[src/rtl/bgsg_pkg.sv]
// bgsg_pkg: shared types, step labels and the control store for the box glyph
// segment generator; used by box_glyph_segment_generator_top
// no dependencies
`default_nettype none

package bgsg_pkg;

    localparam int GRID_STEPS_DEF = 60;

    // height/6 as multiply and shift, exact for 8-bit heights
    localparam logic [7:0] DIV6_MUL   = 8'd171;
    localparam int         DIV6_SHIFT = 10;

    localparam int PC_W = 4;

    // program step labels
    localparam logic [PC_W-1:0] STEP_IDLE    = 4'd0;
    localparam logic [PC_W-1:0] STEP_LOOKUP  = 4'd1;
    localparam logic [PC_W-1:0] STEP_SX      = 4'd2;
    localparam logic [PC_W-1:0] STEP_SY      = 4'd3;
    localparam logic [PC_W-1:0] STEP_EX      = 4'd4;
    localparam logic [PC_W-1:0] STEP_EY      = 4'd5;
    localparam logic [PC_W-1:0] STEP_DRAIN0  = 4'd6;
    localparam logic [PC_W-1:0] STEP_DRAIN1  = 4'd7;
    localparam logic [PC_W-1:0] STEP_NOGLYPH = 4'd8;

    // configuration register indexes
    localparam logic [7:0] REG_CELL_WIDTH  = 8'd0;
    localparam logic [7:0] REG_CELL_HEIGHT = 8'd1;

    typedef enum logic [1:0] {
        COORD_SX,
        COORD_SY,
        COORD_EX,
        COORD_EY
    } coord_e_t;

    typedef enum logic [2:0] {
        COND_NEXT,
        COND_WAIT_START,
        COND_EMPTY,
        COND_MORE,
        COND_ALWAYS
    } cond_e_t;

    typedef struct packed {
        logic            accept;
        logic            load;
        logic            issue;
        coord_e_t        csel;
        logic            advance;
        logic            emit_none;
        cond_e_t         cond;
        logic [PC_W-1:0] target;
    } ucode_t;

    typedef struct packed {
        logic [7:0]  char_code;
        logic        bold;
        logic [11:0] origin_x;
        logic [11:0] origin_y;
    } request_t;

    typedef struct packed {
        logic [12:0] start_x;
        logic [12:0] start_y;
        logic [12:0] end_x;
        logic [12:0] end_y;
        logic [5:0]  line_width;
        logic        segment_valid;
        logic        last;
    } result_t;

    function automatic ucode_t ucode_rom(input logic [PC_W-1:0] pc);
        ucode_t w;
        w = '{accept: 1'b0, load: 1'b0, issue: 1'b0, csel: COORD_SX, advance: 1'b0,
              emit_none: 1'b0, cond: COND_ALWAYS, target: STEP_IDLE};
        unique case (pc)
            STEP_IDLE:
            begin
                w.accept = 1'b1;
                w.cond   = COND_WAIT_START;
                w.target = STEP_IDLE;
            end
            STEP_LOOKUP:
            begin
                w.load   = 1'b1;
                w.cond   = COND_EMPTY;
                w.target = STEP_NOGLYPH;
            end
            STEP_SX:
            begin
                w.issue = 1'b1;
                w.csel  = COORD_SX;
                w.cond  = COND_NEXT;
            end
            STEP_SY:
            begin
                w.issue = 1'b1;
                w.csel  = COORD_SY;
                w.cond  = COND_NEXT;
            end
            STEP_EX:
            begin
                w.issue = 1'b1;
                w.csel  = COORD_EX;
                w.cond  = COND_NEXT;
            end
            STEP_EY:
            begin
                w.issue   = 1'b1;
                w.csel    = COORD_EY;
                w.advance = 1'b1;
                w.cond    = COND_MORE;
                w.target  = STEP_SX;
            end
            STEP_DRAIN0:
            begin
                w.cond = COND_NEXT;
            end
            STEP_DRAIN1:
            begin
                w.cond   = COND_ALWAYS;
                w.target = STEP_IDLE;
            end
            STEP_NOGLYPH:
            begin
                w.emit_none = 1'b1;
                w.cond      = COND_ALWAYS;
                w.target    = STEP_IDLE;
            end
            default:
            begin
                w.cond   = COND_ALWAYS;
                w.target = STEP_IDLE;
            end
        endcase
        return w;
    endfunction

endpackage

`default_nettype wire

[src/rtl/box_glyph_segment_generator_top.sv]
// box_glyph_segment_generator_top: microcoded sequencer that turns a line-drawing
// character into scaled line segments; depends on bgsg_pkg
//
// channel   | direction | handshake                  | payload
// ----------+-----------+----------------------------+--------------------------
// request   | in        | start high while busy low  | request_t
// result    | out       | result_strobe, one cycle   | result_t
// cfg       | in        | cfg_valid and cfg_ready    | cfg_index, cfg_data
//
// sequence: after the accepting edge busy stays high through the lookup step, one
// coordinate a cycle through the shared scaling pipeline, then two drain steps
// for its two stages ahead of the result register; an item with no glyph keeps
// busy high through the lookup and the no-glyph step
// results: one per segment of a glyph, the final one shown in the cycle in
// which busy falls
// reset: asynchronous, clears the step counter, the pipeline valids and the
// strobe; cell registers come up as 8 by 16
// the receiver cannot stall, so the result register is simply overwritten
// per segment; cfg_ready is always high
`default_nettype none

module box_glyph_segment_generator_top
    import bgsg_pkg::*;
#(
    parameter int GRID_STEPS = GRID_STEPS_DEF
)
(
    input  wire        clk,
    input  wire        rst_n,

    input  wire        start,
    output logic       busy,
    input  wire request_t request,

    output result_t    result,
    output logic       result_strobe,

    input  wire        cfg_valid,
    output logic       cfg_ready,
    input  wire  [7:0] cfg_index,
    input  wire  [7:0] cfg_data
);

    // grid points of the glyph table, worked out from the grid size
    localparam logic [7:0] GZ  = 8'd0;
    localparam logic [7:0] GF  = 8'(GRID_STEPS);
    localparam logic [7:0] MD  = 8'(GRID_STEPS / 2);
    localparam logic [7:0] G4  = 8'(GRID_STEPS / 4);
    localparam logic [7:0] G34 = 8'(3 * GRID_STEPS / 4);
    localparam logic [7:0] G3  = 8'(GRID_STEPS / 3);
    localparam logic [7:0] G23 = 8'(2 * GRID_STEPS / 3);
    localparam logic [7:0] G38 = 8'(3 * GRID_STEPS / 8);
    localparam logic [7:0] G6  = 8'(GRID_STEPS / 6);
    localparam logic [7:0] G56 = 8'(5 * GRID_STEPS / 6);
    localparam logic [7:0] G5  = 8'(GRID_STEPS / 5);

    // divide by (grid - 1) as multiply by a rounded-up reciprocal and shift;
    // exact for every 16-bit product of grid point and cell span
    localparam int              DIV      = GRID_STEPS - 1;
    localparam int              PROD_W   = 16;
    localparam int              SHIFT    = PROD_W + $clog2(DIV);
    localparam longint unsigned RECIP_L  = ((64'd1 << SHIFT) + 64'(DIV) - 64'd1) / 64'(DIV);
    localparam logic [16:0]     RECIP    = 17'(RECIP_L);

    localparam int SEG_N = 44;

    // x0, y0, x1, y1 per segment
    localparam logic [7:0] SEG_TBL [SEG_N][4] = '{
        // diamond
        '{MD, G4, G34, MD}, '{G34, MD, MD, G34},
        '{MD, G34, G4, MD}, '{G4, MD, MD, G4},
        '{MD, G3, G23, MD}, '{G23, MD, MD, G23},
        '{MD, G23, G3, MD}, '{G3, MD, MD, G3},
        '{G4, MD, G34, MD}, '{MD, G4, MD, G34},
        // degrees
        '{MD, G4, G23, G38}, '{G23, G38, MD, MD},
        '{MD, MD, G3, G38}, '{G3, G38, MD, G4},
        // lower right corner
        '{GZ, MD, MD, MD}, '{MD, MD, MD, GZ},
        // upper right corner
        '{GZ, MD, MD, MD}, '{MD, MD, MD, GF},
        // upper left corner
        '{MD, MD, GF, MD}, '{MD, MD, MD, GF},
        // lower left corner
        '{MD, GZ, MD, MD}, '{MD, MD, GF, MD},
        // cross
        '{GZ, MD, GF, MD}, '{MD, GZ, MD, GF},
        // scan lines
        '{GZ, GZ, GF, GZ},
        '{GZ, G4, GF, G4},
        '{GZ, MD, GF, MD},
        '{GZ, G34, GF, G34},
        // horizontal line
        '{GZ, GF, GF, GF},
        // left tee
        '{MD, GZ, MD, GF}, '{MD, MD, GF, MD},
        // right tee
        '{MD, GZ, MD, GF}, '{MD, MD, GZ, MD},
        // bottom tee
        '{GZ, MD, GF, MD}, '{MD, GZ, MD, MD},
        // top tee
        '{GZ, MD, GF, MD}, '{MD, MD, MD, GF},
        // vertical line
        '{MD, GZ, MD, GF},
        // less than or equal
        '{G56, G6, G5, MD}, '{G56, G56, G5, MD},
        '{G6, G56, G56, G56},
        // greater than or equal
        '{G6, G6, G56, MD}, '{G6, G56, G56, MD},
        '{G6, G56, G56, G56}
    };

    // first segment and segment count for each code below 32
    localparam logic [5:0] GLYPH_FIRST [32] = '{
        6'd0,  6'd0,  6'd0,  6'd0,  6'd0,  6'd0,  6'd0,  6'd10,
        6'd0,  6'd0,  6'd0,  6'd14, 6'd16, 6'd18, 6'd20, 6'd22,
        6'd24, 6'd25, 6'd26, 6'd27, 6'd28, 6'd29, 6'd31, 6'd33,
        6'd35, 6'd37, 6'd38, 6'd41, 6'd0,  6'd0,  6'd0,  6'd0
    };
    localparam logic [3:0] GLYPH_COUNT [32] = '{
        4'd0, 4'd10, 4'd0, 4'd0, 4'd0, 4'd0, 4'd0, 4'd4,
        4'd0, 4'd0,  4'd0, 4'd2, 4'd2, 4'd2, 4'd2, 4'd2,
        4'd1, 4'd1,  4'd1, 4'd1, 4'd1, 4'd2, 4'd2, 4'd2,
        4'd2, 4'd1,  4'd3, 4'd3, 4'd0, 4'd0, 4'd0, 4'd0
    };

    // configuration
    logic [7:0] cell_width_reg;
    logic [7:0] cell_height_reg;

    // sequencer
    logic [PC_W-1:0] pc_reg, pc_next;
    ucode_t          uc;

    // item context
    request_t   req_reg;
    logic [5:0] ptr_reg;
    logic [3:0] remain_reg;
    logic [5:0] lw_reg;

    // scaling pipeline; a full-grid point on a wide cell scales past 255
    logic [15:0] a_prod_reg;
    coord_e_t    a_csel_reg;
    logic        a_last_reg;
    logic        a_vld_reg;
    logic [8:0]  b_q_reg;
    coord_e_t    b_csel_reg;
    logic        b_last_reg;
    logic        b_vld_reg;

    // output
    result_t result_reg;
    logic    strobe_reg;

    logic [5:0]  look_first;
    logic [3:0]  look_count;
    logic [15:0] h_mul;
    logic [5:0]  lw_calc;
    logic [7:0]  grid_pt;
    logic [7:0]  span;
    logic [7:0]  w_span;
    logic [7:0]  h_span;
    logic [32:0] b_full;
    logic [12:0] c_sum;

    assign uc        = ucode_rom(pc_reg);
    assign busy      = (pc_reg != STEP_IDLE);
    assign cfg_ready = 1'b1;

    assign result        = result_reg;
    assign result_strobe = strobe_reg;

    // config registers; the user must write them only while idle, the block does not enforce it
    always_ff @(posedge clk or negedge rst_n)
    begin
        if (!rst_n)
        begin
            cell_width_reg  <= 8'd8;
            cell_height_reg <= 8'd16;
        end
        else if (cfg_valid && cfg_ready)
        begin
            case (cfg_index)
                REG_CELL_WIDTH:  cell_width_reg  <= cfg_data;
                REG_CELL_HEIGHT: cell_height_reg <= cfg_data;
                default:         ;
            endcase
        end
    end

    // glyph lookup; codes from 32 up have nothing
    always_comb
    begin
        if (req_reg.char_code[7:5] == 3'd0)
        begin
            look_first = GLYPH_FIRST[req_reg.char_code[4:0]];
            look_count = GLYPH_COUNT[req_reg.char_code[4:0]];
        end
        else
        begin
            look_first = 6'd0;
            look_count = 4'd0;
        end
    end

    // line thickness: height/6 bold, height/8 plain, at least 1
    assign h_mul = 16'(cell_height_reg) * 16'(DIV6_MUL);
    always_comb
    begin
        if (req_reg.bold)
            lw_calc = (cell_height_reg > 8'd6) ? h_mul[DIV6_SHIFT +: 6] : 6'd1;
        else
            lw_calc = (cell_height_reg > 8'd8) ? {1'b0, cell_height_reg[7:3]} : 6'd1;
    end

    // step counter and conditional jumps
    always_comb
    begin
        pc_next = pc_reg + 4'd1;
        unique case (uc.cond)
            COND_NEXT:       pc_next = pc_reg + 4'd1;
            COND_WAIT_START: pc_next = start ? pc_reg + 4'd1 : uc.target;
            COND_EMPTY:      pc_next = (look_count == 4'd0) ? uc.target : pc_reg + 4'd1;
            COND_MORE:       pc_next = (remain_reg > 4'd1) ? uc.target : pc_reg + 4'd1;
            COND_ALWAYS:     pc_next = uc.target;
            default:         pc_next = STEP_IDLE;
        endcase
    end

    always_ff @(posedge clk or negedge rst_n)
    begin
        if (!rst_n)
            pc_reg <= STEP_IDLE;
        else
            pc_reg <= pc_next;
    end

    // item context
    always_ff @(posedge clk)
    begin
        if (uc.accept && start)
            req_reg <= request;
        if (uc.load)
        begin
            ptr_reg    <= look_first;
            remain_reg <= look_count;
            lw_reg     <= lw_calc;
        end
        else if (uc.advance)
        begin
            ptr_reg    <= ptr_reg + 6'd1;
            remain_reg <= remain_reg - 4'd1;
        end
    end

    // stage a: grid point times cell span
    assign w_span  = (cell_width_reg  != 8'd0) ? cell_width_reg  - 8'd1 : 8'd0;
    assign h_span  = (cell_height_reg != 8'd0) ? cell_height_reg - 8'd1 : 8'd0;
    assign grid_pt = SEG_TBL[ptr_reg][uc.csel];
    assign span    = (uc.csel == COORD_SX || uc.csel == COORD_EX) ? w_span : h_span;

    // stage b: reciprocal multiply for the truncating divide
    assign b_full = 33'(a_prod_reg) * 33'(RECIP);

    // stage c: add the origin of the matching axis
    assign c_sum = (b_csel_reg == COORD_SX || b_csel_reg == COORD_EX)
                 ? 13'(req_reg.origin_x) + 13'(b_q_reg)
                 : 13'(req_reg.origin_y) + 13'(b_q_reg);

    always_ff @(posedge clk or negedge rst_n)
    begin
        if (!rst_n)
        begin
            a_vld_reg  <= 1'b0;
            b_vld_reg  <= 1'b0;
            strobe_reg <= 1'b0;
        end
        else
        begin
            a_vld_reg  <= uc.issue;
            b_vld_reg  <= a_vld_reg;
            strobe_reg <= uc.emit_none || (b_vld_reg && b_csel_reg == COORD_EY);
        end
    end

    always_ff @(posedge clk)
    begin
        a_prod_reg <= 16'(grid_pt) * 16'(span);
        a_csel_reg <= uc.csel;
        a_last_reg <= (remain_reg == 4'd1);
        b_q_reg    <= b_full[SHIFT +: 9];
        b_csel_reg <= a_csel_reg;
        b_last_reg <= a_last_reg;

        if (uc.emit_none)
        begin
            result_reg.start_x       <= 13'd0;
            result_reg.start_y       <= 13'd0;
            result_reg.end_x         <= 13'd0;
            result_reg.end_y         <= 13'd0;
            result_reg.line_width    <= lw_reg;
            result_reg.segment_valid <= 1'b0;
            result_reg.last          <= 1'b1;
        end
        else if (b_vld_reg)
        begin
            case (b_csel_reg)
                COORD_SX: result_reg.start_x <= c_sum;
                COORD_SY: result_reg.start_y <= c_sum;
                COORD_EX: result_reg.end_x   <= c_sum;
                default:
                begin
                    result_reg.end_y         <= c_sum;
                    result_reg.line_width    <= lw_reg;
                    result_reg.segment_valid <= 1'b1;
                    result_reg.last          <= b_last_reg;
                end
            endcase
        end
    end

    // a result only ever follows a cycle inside an item
    assert property (@(posedge clk) disable iff (!rst_n)
        result_strobe |-> $past(busy))
        else $error("result strobe outside an item");

    // coordinates are issued only while the sequencer runs
    assert property (@(posedge clk) disable iff (!rst_n)
        a_vld_reg |-> busy)
        else $error("coordinate in flight while idle");

    // the final coordinate of a segment in stage a passes through stage b and then shows on the result strobe
    assert property (@(posedge clk) disable iff (!rst_n)
        (a_vld_reg && a_csel_reg == COORD_EY) |-> ##2 result_strobe)
        else $error("segment not delivered");

    // an empty result always closes the character
    assert property (@(posedge clk) disable iff (!rst_n)
        (result_strobe && !result.segment_valid) |-> result.last)
        else $error("empty result without last");

    // thickness is never zero
    assert property (@(posedge clk) disable iff (!rst_n)
        result_strobe |-> (result.line_width != 6'd0))
        else $error("zero line width");

endmodule

`default_nettype wire

[config.mk]
export PLATFORM = sky130hd
export DESIGN_NAME = box_glyph_segment_generator_top
export DESIGN_NICKNAME = d
export VERILOG_FILES = /design/src/rtl/bgsg_pkg.sv /design/src/rtl/box_glyph_segment_generator_top.sv
export SDC_FILE = /design/constraint.sdc
export NUM_CORES = 1
export LEC_CHECK = 0
export BUFFER_PORTS_ARGS = -buffer_cell sky130_fd_sc_hd__buf_4
export CAP_MARGIN = 10
export CELL_PAD_IN_SITES_DETAIL_PLACEMENT = 0
export CELL_PAD_IN_SITES_GLOBAL_PLACEMENT = 1
export CORE_UTILIZATION = 52
export DETAILED_ROUTE_END_ITERATION = 10
export GPL_TIMING_DRIVEN = 0
export PLACE_DENSITY_LB_ADDON = 0.1
export SLEW_MARGIN = 0
export SYNTH_ARGS = -nofsm -noshare
export SYNTH_HDL_FRONTEND = slang
export SYNTH_SLANG_ARGS = --single-unit
[constraint.sdc]
create_clock -name clk -period 15.87 [get_ports clk]
set_clock_uncertainty 0.05 [all_clocks]
set_input_delay 0.7935 -clock clk [delete_from_list [all_inputs] [get_ports clk]]
set_output_delay 0.7935 -clock clk [all_outputs]
set_load 0.02 [all_outputs]
==> impl_metrics.json, run 1 <==
{
  "cts.sinks": 163,
  "post_drt_wl_per_cell_um": 17.4,
  "p_leak_uw": 0.00854,
  "yosys.area_share.adder_pct": 34.6,
  "grt_max_degree": 34,
  "period_share_pct": 43.6,
  "fmax_mhz": 144,
  "clockPowerShare_pct": 12.3,
  "yosysTopAreaCellShare_pct": 20.5,
  "ys_warn_count": 0,
  "htree_levels": 4,
  "synth_top_area_cell": "ha_1",
  "nets": 2170,
  "combinationalPowerShare_pct": 70.5,
  "synth_compound_area_share_pct": 13.8,
  "ir_drop_uv": 148,
  "insertion_delay_ps": 450,
  "crit_chain": "clkbuf_1 -> inv_1 -> ha_1 -> clkbuf_1 -> nor2_1 -> o311ai_0 -> nand3_1 -> a31o_2 -> or2_1 -> fa_1 -> fa_1 -> inv_1 -> fa_1 -> fa_1 -> ha_1 -> o21ai_0 -> o21ai_0 -> nand2_1 -> o21ai_0 -> xor2_1",
  "r2r-end": "a_prod_reg[14]",
  "chipHeight_um": 173,
  "drv_slew": 0,
  "drv_cap": 0,
  "synthSimpleGateAreaFrac_pct": 12.5,
  "root_buffer": "clkbuf_16",
  "initial_utilization_pct": 52.9,
  "setup_ws_ps": 8950,
  "path_class": "flip-flop to flip-flop",
  "final_util_pct": 59.8,
  "ff2ff_path_depth": 20,
  "end_kind": "flip-flop",
  "highest_layer": "met4",
  "gr-total-overflow": 0,
  "ys_seq_elements": 163,
  "syn_to_final_growth_pct": 12.9,
  "die_w_um": 173,
  "post-cts-setup-buffer-count": 0,
  "ff2ff_setup_slack_ps": 8950,
  "hold_path_class": "primary input to asynchronous set/reset pin",
  "max_stage_delay_ps": 600,
  "m1WireLength_mm": 17.1,
  "cp.arrival_ps": 7250,
  "power.density_nw_per_um2": 205,
  "internal_power_uw": 1760,
  "drive_gt1_share_pct": 12.7,
  "fin_tns_setup_ps": 0,
  "yosys-top-cells-area": "ha_1 21%, fa_1 14%, dfxtp_1 11%, edfxtp_1 11%, inv_1 6.1%",
  "met3_length_mm": 1.69,
  "synth_top_family_by_area": "adder cells",
  "rows": 62,
  "p_sw_share_pct": 50.2,
  "cp-start-kind": "flip-flop",
  "rsz0062_at_grt": "no",
  "seqPwrFrac_pct": 17.3,
  "n_antenna_cell": 0,
  "required_ps": 16200,
  "status": "completed",
  "placed_area_sq_um": 16600,
  "drt_iter0_markers": 866,
  "synth_sequential_area_ratio_pct": 25.8,
  "clk_path_buf_depth": 2,
  "synth-xor-area-share_pct": 2.70,
  "p_sw_uw": 1770,
  "drt_first_pass_iters": 7,
  "hold_viol_final": 0,
  "met2_length_mm": 17.7,
  "grt_first_pass_wirelength_mm": 61.2,
  "reg2reg_from": "ptr_reg[1]",
  "cts.repair.resized": 0,
  "setup_viol": 0,
  "grt_pass1_vias": 11900,
  "grtUsageTotal_pct": 25.8,
  "worst_slew_pin_slew_ps": 952,
  "final_area_sq_um": 17200,
  "maxSlewHeadroom_pct": 36.5,
  "core_area_sq_um": 28800,
  "vias": 12000,
  "io_buffers": 114,
  "pre_cts_slack_ps": 9120,
  "viasPerCell": 5.55,
  "syn_avg_cell_area_sq_um": 9.37,
  "syn_area_sq_um": 15200,
  "cp_slowest_cell": "o311ai_0",
  "synth_top_flop_cell": "dfxtp_1",
  "route.detailed.drc": 0,
  "routed_wl_mm": 37.5,
  "cts_hold_buf": 0,
  "cts_tree": "built",
  "cpMostUsedCell": "fa_1",
  "yosysUniqueCellTypes": 86,
  "syn_inst": 1627,
  "antenna_left": 0,
  "crit_fanout": 10,
  "cts_made_buffers": 17,
  "io_pins": 116,
  "muxShareOfSynthArea_pct": 2.78,
  "synth_edf_count": 55,
  "largest_reg_flops": 60,
  "synth_fp_nets": 2037,
  "fin_crit_ps": 6920,
  "antenna_found_initial": 0,
  "dpl.hpwl_mm": 29.6,
  "cts.clk_slew.worst_paths_ps": 80,
  "gp_congestion": 0.910,
  "async_flop_share_pct": 14.1,
  "dieArea_sq_um": 30000
}
## cell usage in the layout (no fill, tap or decap), types with 6 or more instances in the layout
cell type,count
ha_1,250
inv_1,248
nand2_1,128
buf_4,120
fa_1,107
a21oi_1,99
nor2_1,85
dfxtp_1,85
edfxtp_1,55
o21ai_0,52
nor3_1,47
nand3_1,33
xnor2_1,32
clkbuf_1,30
mux2_2,26
dfrtp_1,21
nand2b_1,19
clkbuf_16,18
a21o_1,17
a211oi_1,17
xor2_1,15
o22ai_1,15
and3_1,15
nor2b_1,14
mux2i_1,13
a31oi_1,12
and2_1,12
buf_2,10
o211ai_1,10
o21bai_1,9
a22oi_1,8
nand4_1,7
o22a_2,7
a311oi_1,7
or2_1,6
## worst max-delay path by stage
stage	slack, ps	end	from
after floorplan	10140	a_prod_reg[12]	ptr_reg[1]
after detailed placement	9120	a_prod_reg[14]	ptr_reg[1]
final	8950	a_prod_reg[14]	ptr_reg[1]
after global placement	8880	a_prod_reg[14]	ptr_reg[1]
after global routing	8670	a_prod_reg[14]	ptr_reg[1]
after CTS	9100	a_prod_reg[14]	ptr_reg[1]
## cell type report
class	count	area, sq um
fill	2505	11600
multi-input combinational	1160	10100
buffer	53	243
clock inverter	13	160
sequential	163	3930
tap	384	480
clock buffer	19	464
inverter	251	942
timing repair buffer	114	856
## synth_stat cells, types with 5 or more instances
cell	count
clkbuf_1	30
o21bai_1	9
nand2_1	128
a311oi_1	7
xor2_1	15
a31oi_1	12
a211oi_1	17
xnor2_1	32
edfxtp_1	55
or2_1	6
mux2_2	26
a21boi_0	5
nand3_1	33
a31o_2	5
a21o_1	17
o21ai_0	52
and2_1	12
dfrtp_1	21
and3_1	16
fa_1	107
mux2i_1	13
o211ai_1	10
buf_2	10
inv_1	248
nand2b_1	19
or2_2	5
nand4_1	7
o22a_2	7
nor2b_1	14
ha_1	250
a22oi_1	8
buf_1	5
buf_4	6
a21oi_1	99
nor2_1	85
dfxtp_1	85
nor3_1	47
o22ai_1	15
## layer usage
metal  track usage [%]  vias up
met1              34.3     5718
li1                  -     5857
met5                 0        -
met4              8.67        0
met2              42.7      338
met3              4.18       67
## kinds of logic after synthesis
family	after synthesis
AND/OR/NAND/NOR	398
adder cells (fa/ha/maj)	357
other	1
buffers and inverters	304
AO/OA/AOI/OAI	318
XOR/XNOR	47
multiplexers	39
flip-flops	163
## per-stage QoR
| step | std cells | hold slack (ps) | power, uW |
|---|---|---|---|
| floorplan | 1627 | 260 | 2470 |
| global placement | 2125 | 261 | 3070 |
| detailed placement | 2125 | 262 | 3120 |
| CTS | 2157 | 184 | 3580 |
| global route | 2157 | 189 | 3960 |
| finish | 2157 | 187 | 3530 |
## worst max-delay path, delay by kind of cell (launching register included)
kind / cells / cell delay [ps]
xor gates and xnor gates: 1 / 160
DFF: 1 / 440
AOI/OAI and AO/OA: 5 / 1660
adders and majority gates: 6 / 2600
buffers and inverters: 4 / 1270
and+or+nand+nor: 4 / 670
## power by group through the flow
stage	registers, uW	logic, uW	clock network (uW)
final	610	2490	434
after global routing	621	2880	462
after CTS	611	2520	444
after detailed placement	621	2500	0
after global placement	620	2450	0
after floorplan	617	1850	0
No activity file was read; power rests on OpenSTA's default activity.
==> run 2, diff against run 1 <==
- CORE_UTILIZATION: 52 -> 48
- clock period: 15.87 -> 6.7 ns (I/O delays scaled with it)
==> run 2 against run 1 <==
- sequential cell count unchanged
- clock power rose by 120%
- non-clock buffer count rose by 15
- worst hold slack got worse by 170 ps
- largest cell class unchanged
- highest routed layer unchanged
- worst setup slack worse by 8500 ps
- sequential share of layout area down 0.14 points
- core utilization fell by 3.8 points
- global-route usage down 1.9 points
- die area rose by 8.2%
- fmax up 10%
- register-to-register slack got worse by 8500 ps
==> impl_metrics.json, run 2 (synthesis results as in run 1) <==
{
  "placed_area_sq_um": 16600,
  "rows": 64,
  "crit_chain": "clkbuf_2 -> inv_1 -> ha_1 -> clkbuf_2 -> a221oi_1 -> a211oi_1 -> a311o_1 -> a32o_2 -> or2_1 -> fa_1 -> fa_1 -> inv_1 -> fa_1 -> fa_1 -> ha_1 -> a21boi_0 -> o21ai_0 -> a21oi_1 -> a41o_1",
  "endpoint": "a_prod_reg[15]",
  "io_buffers": 114,
  "period_share_pct": 93.9,
  "setup_viol": 0,
  "viasPerCell": 5.46,
  "grt_pass1_vias": 12100,
  "route.detailed.drc": 0,
  "cp.arrival_ps": 6620,
  "grt_max_degree": 34,
  "nets": 2185,
  "n_antenna_cell": 0,
  "insertion_delay_ps": 440,
  "hold_path_class": "primary input to flip-flop",
  "power_uw": 8270,
  "end_kind": "flip-flop",
  "root_buffer": "clkbuf_16",
  "grtUsageTotal_pct": 23.8,
  "final_cell_mix": "250 x ha_1, 249 x inv_1, 128 x nand2_1",
  "cts_made_buffers": 17,
  "gr-total-overflow": 0,
  "cts.sinks": 163,
  "drive_gt1_share_pct": 13.0,
  "rsz0062_at_grt": "no",
  "cpMostUsedCell": "fa_1",
  "path_class": "flip-flop to flip-flop",
  "grt_first_pass_wirelength_mm": 61.9,
  "maxSlewHeadroom_pct": 36.7,
  "gp_congestion": 0.924,
  "cts.clk_slew.worst_paths_ps": 70,
  "cp-start-kind": "flip-flop",
  "hold_viol_final": 0,
  "power.density_nw_per_um2": 478,
  "crit_start": "ptr_reg[1]",
  "p_leak_uw": 0.00859,
  "worst_slew_pin_slew_ps": 947,
  "chipHeight_um": 180,
  "io_pins": 116,
  "initial_utilization_pct": 49.3,
  "antenna_found_initial": 0,
  "post_drt_wl_per_cell_um": 17.1,
  "ir_drop_uv": 326,
  "cts_tree": "built",
  "final_area_sq_um": 17300,
  "required_ps": 7020,
  "final_cells": 2184,
  "syn_to_final_growth_pct": 13.6,
  "final_common_cell": "ha_1",
  "ff2ff_setup_slack_ps": 410,
  "r2r-end": "a_prod_reg[15]",
  "drt_first_pass_iters": 6,
  "max_stage_delay_ps": 550,
  "fin_crit_ps": 6290,
  "drv_cap": 0,
  "holdWs_ps": 18.8,
  "ff2ff_path_depth": 19,
  "crit_fanout": 10,
  "cp_slowest_cell": "fa_1",
  "clk_path_buf_depth": 2,
  "antenna_left": 0,
  "fmax_mhz": 159,
  "routed_wl_mm": 37.4,
  "vias": 11900,
  "dieArea_sq_um": 32500,
  "drv_slew": 0,
  "htree_levels": 4,
  "drt_iter0_markers": 859,
  "core_area_sq_um": 30900,
  "die_w_um": 180,
  "dpl.hpwl_mm": 29.6,
  "status": "completed",
  "reg2reg_from": "ptr_reg[1]",
  "largest_reg_flops": 60,
  "final_util_pct": 56.0,
  "placed_cells": 2137
}
[run 2: changes by cell type in the layout (fill, tap and decap cells not counted), sizes merged]
cell / before / now
inv: 255 / 258
dlygate4sd3: 0 / 11
clkinv: 8 / 5
buf: 136 / 140
[run 2: worst max-delay path, delay by kind of cell (launching register included)]
family | cells | cell delay (ps)
AO/OA/AOI/OAI | 8 | 2030
adder cells (fa/ha/maj) | 6 | 2670
buffers and inverters | 4 | 770
flip-flops | 1 | 430
AND/OR/NAND/NOR | 1 | 270
[run 2: through the flow]
step / setup slack (ps) / TNS (ps)
CTS: 137 / 0
global route: 36.7 / 0
global placement: -96.9 / -255
floorplan: 971 / 0
detailed placement: -29.0 / -29.0
finish: 406 / 0
[run 2: worst min path at each step]
stage                           start            endpoint  cells after the start
after global routing      request[28]         req_reg[28]                      1
after floorplan                 rst_n           a_vld_reg                      0
after detailed placement        rst_n  cell_height_reg[1]                      1
after global placement          rst_n  cell_height_reg[1]                      1
final                     request[11]         req_reg[11]                      1
after CTS                 request[13]         req_reg[13]                      1
[run 2: layout make-up]
type | instances | area [sq um]
clock inverter | 13 | 121
buffer | 53 | 246
tap | 396 | 495
timing repair buffer | 129 | 996
multi-input combinational | 1160 | 10100
fill | 2829 | 13600
sequential | 163 | 3930
clock buffer | 19 | 443
inverter | 251 | 942
[run 2: repair_timing]
action | CTS | global route
resized for setup | 1 | 6
buffers inserted | 0 | 4
hold buffers | 6 | 5
cloned | 0 | 0
endpoints found under the hold margin | 26 | 5
endpoints found under the setup margin | 2 | 6
[run 2: layer usage]
layer | share of wire, % | GRT usage [%] | vias to the layer above
met5 | 0 | 0 | -
met4 | 2.9 | 8.62 | 0
met3 | 4.8 | 4.28 | 70
met2 | 46 | 39.1 | 342
met1 | 46 | 31.4 | 5650
li1 | - | - | 5866
[run 2: where the power goes]
group          internal, uW  switching, uW  leakage (uW)
Combinational          2370           3500       0.00680
Clock                   501            452      0.000281
Sequential             1270            184       0.00151
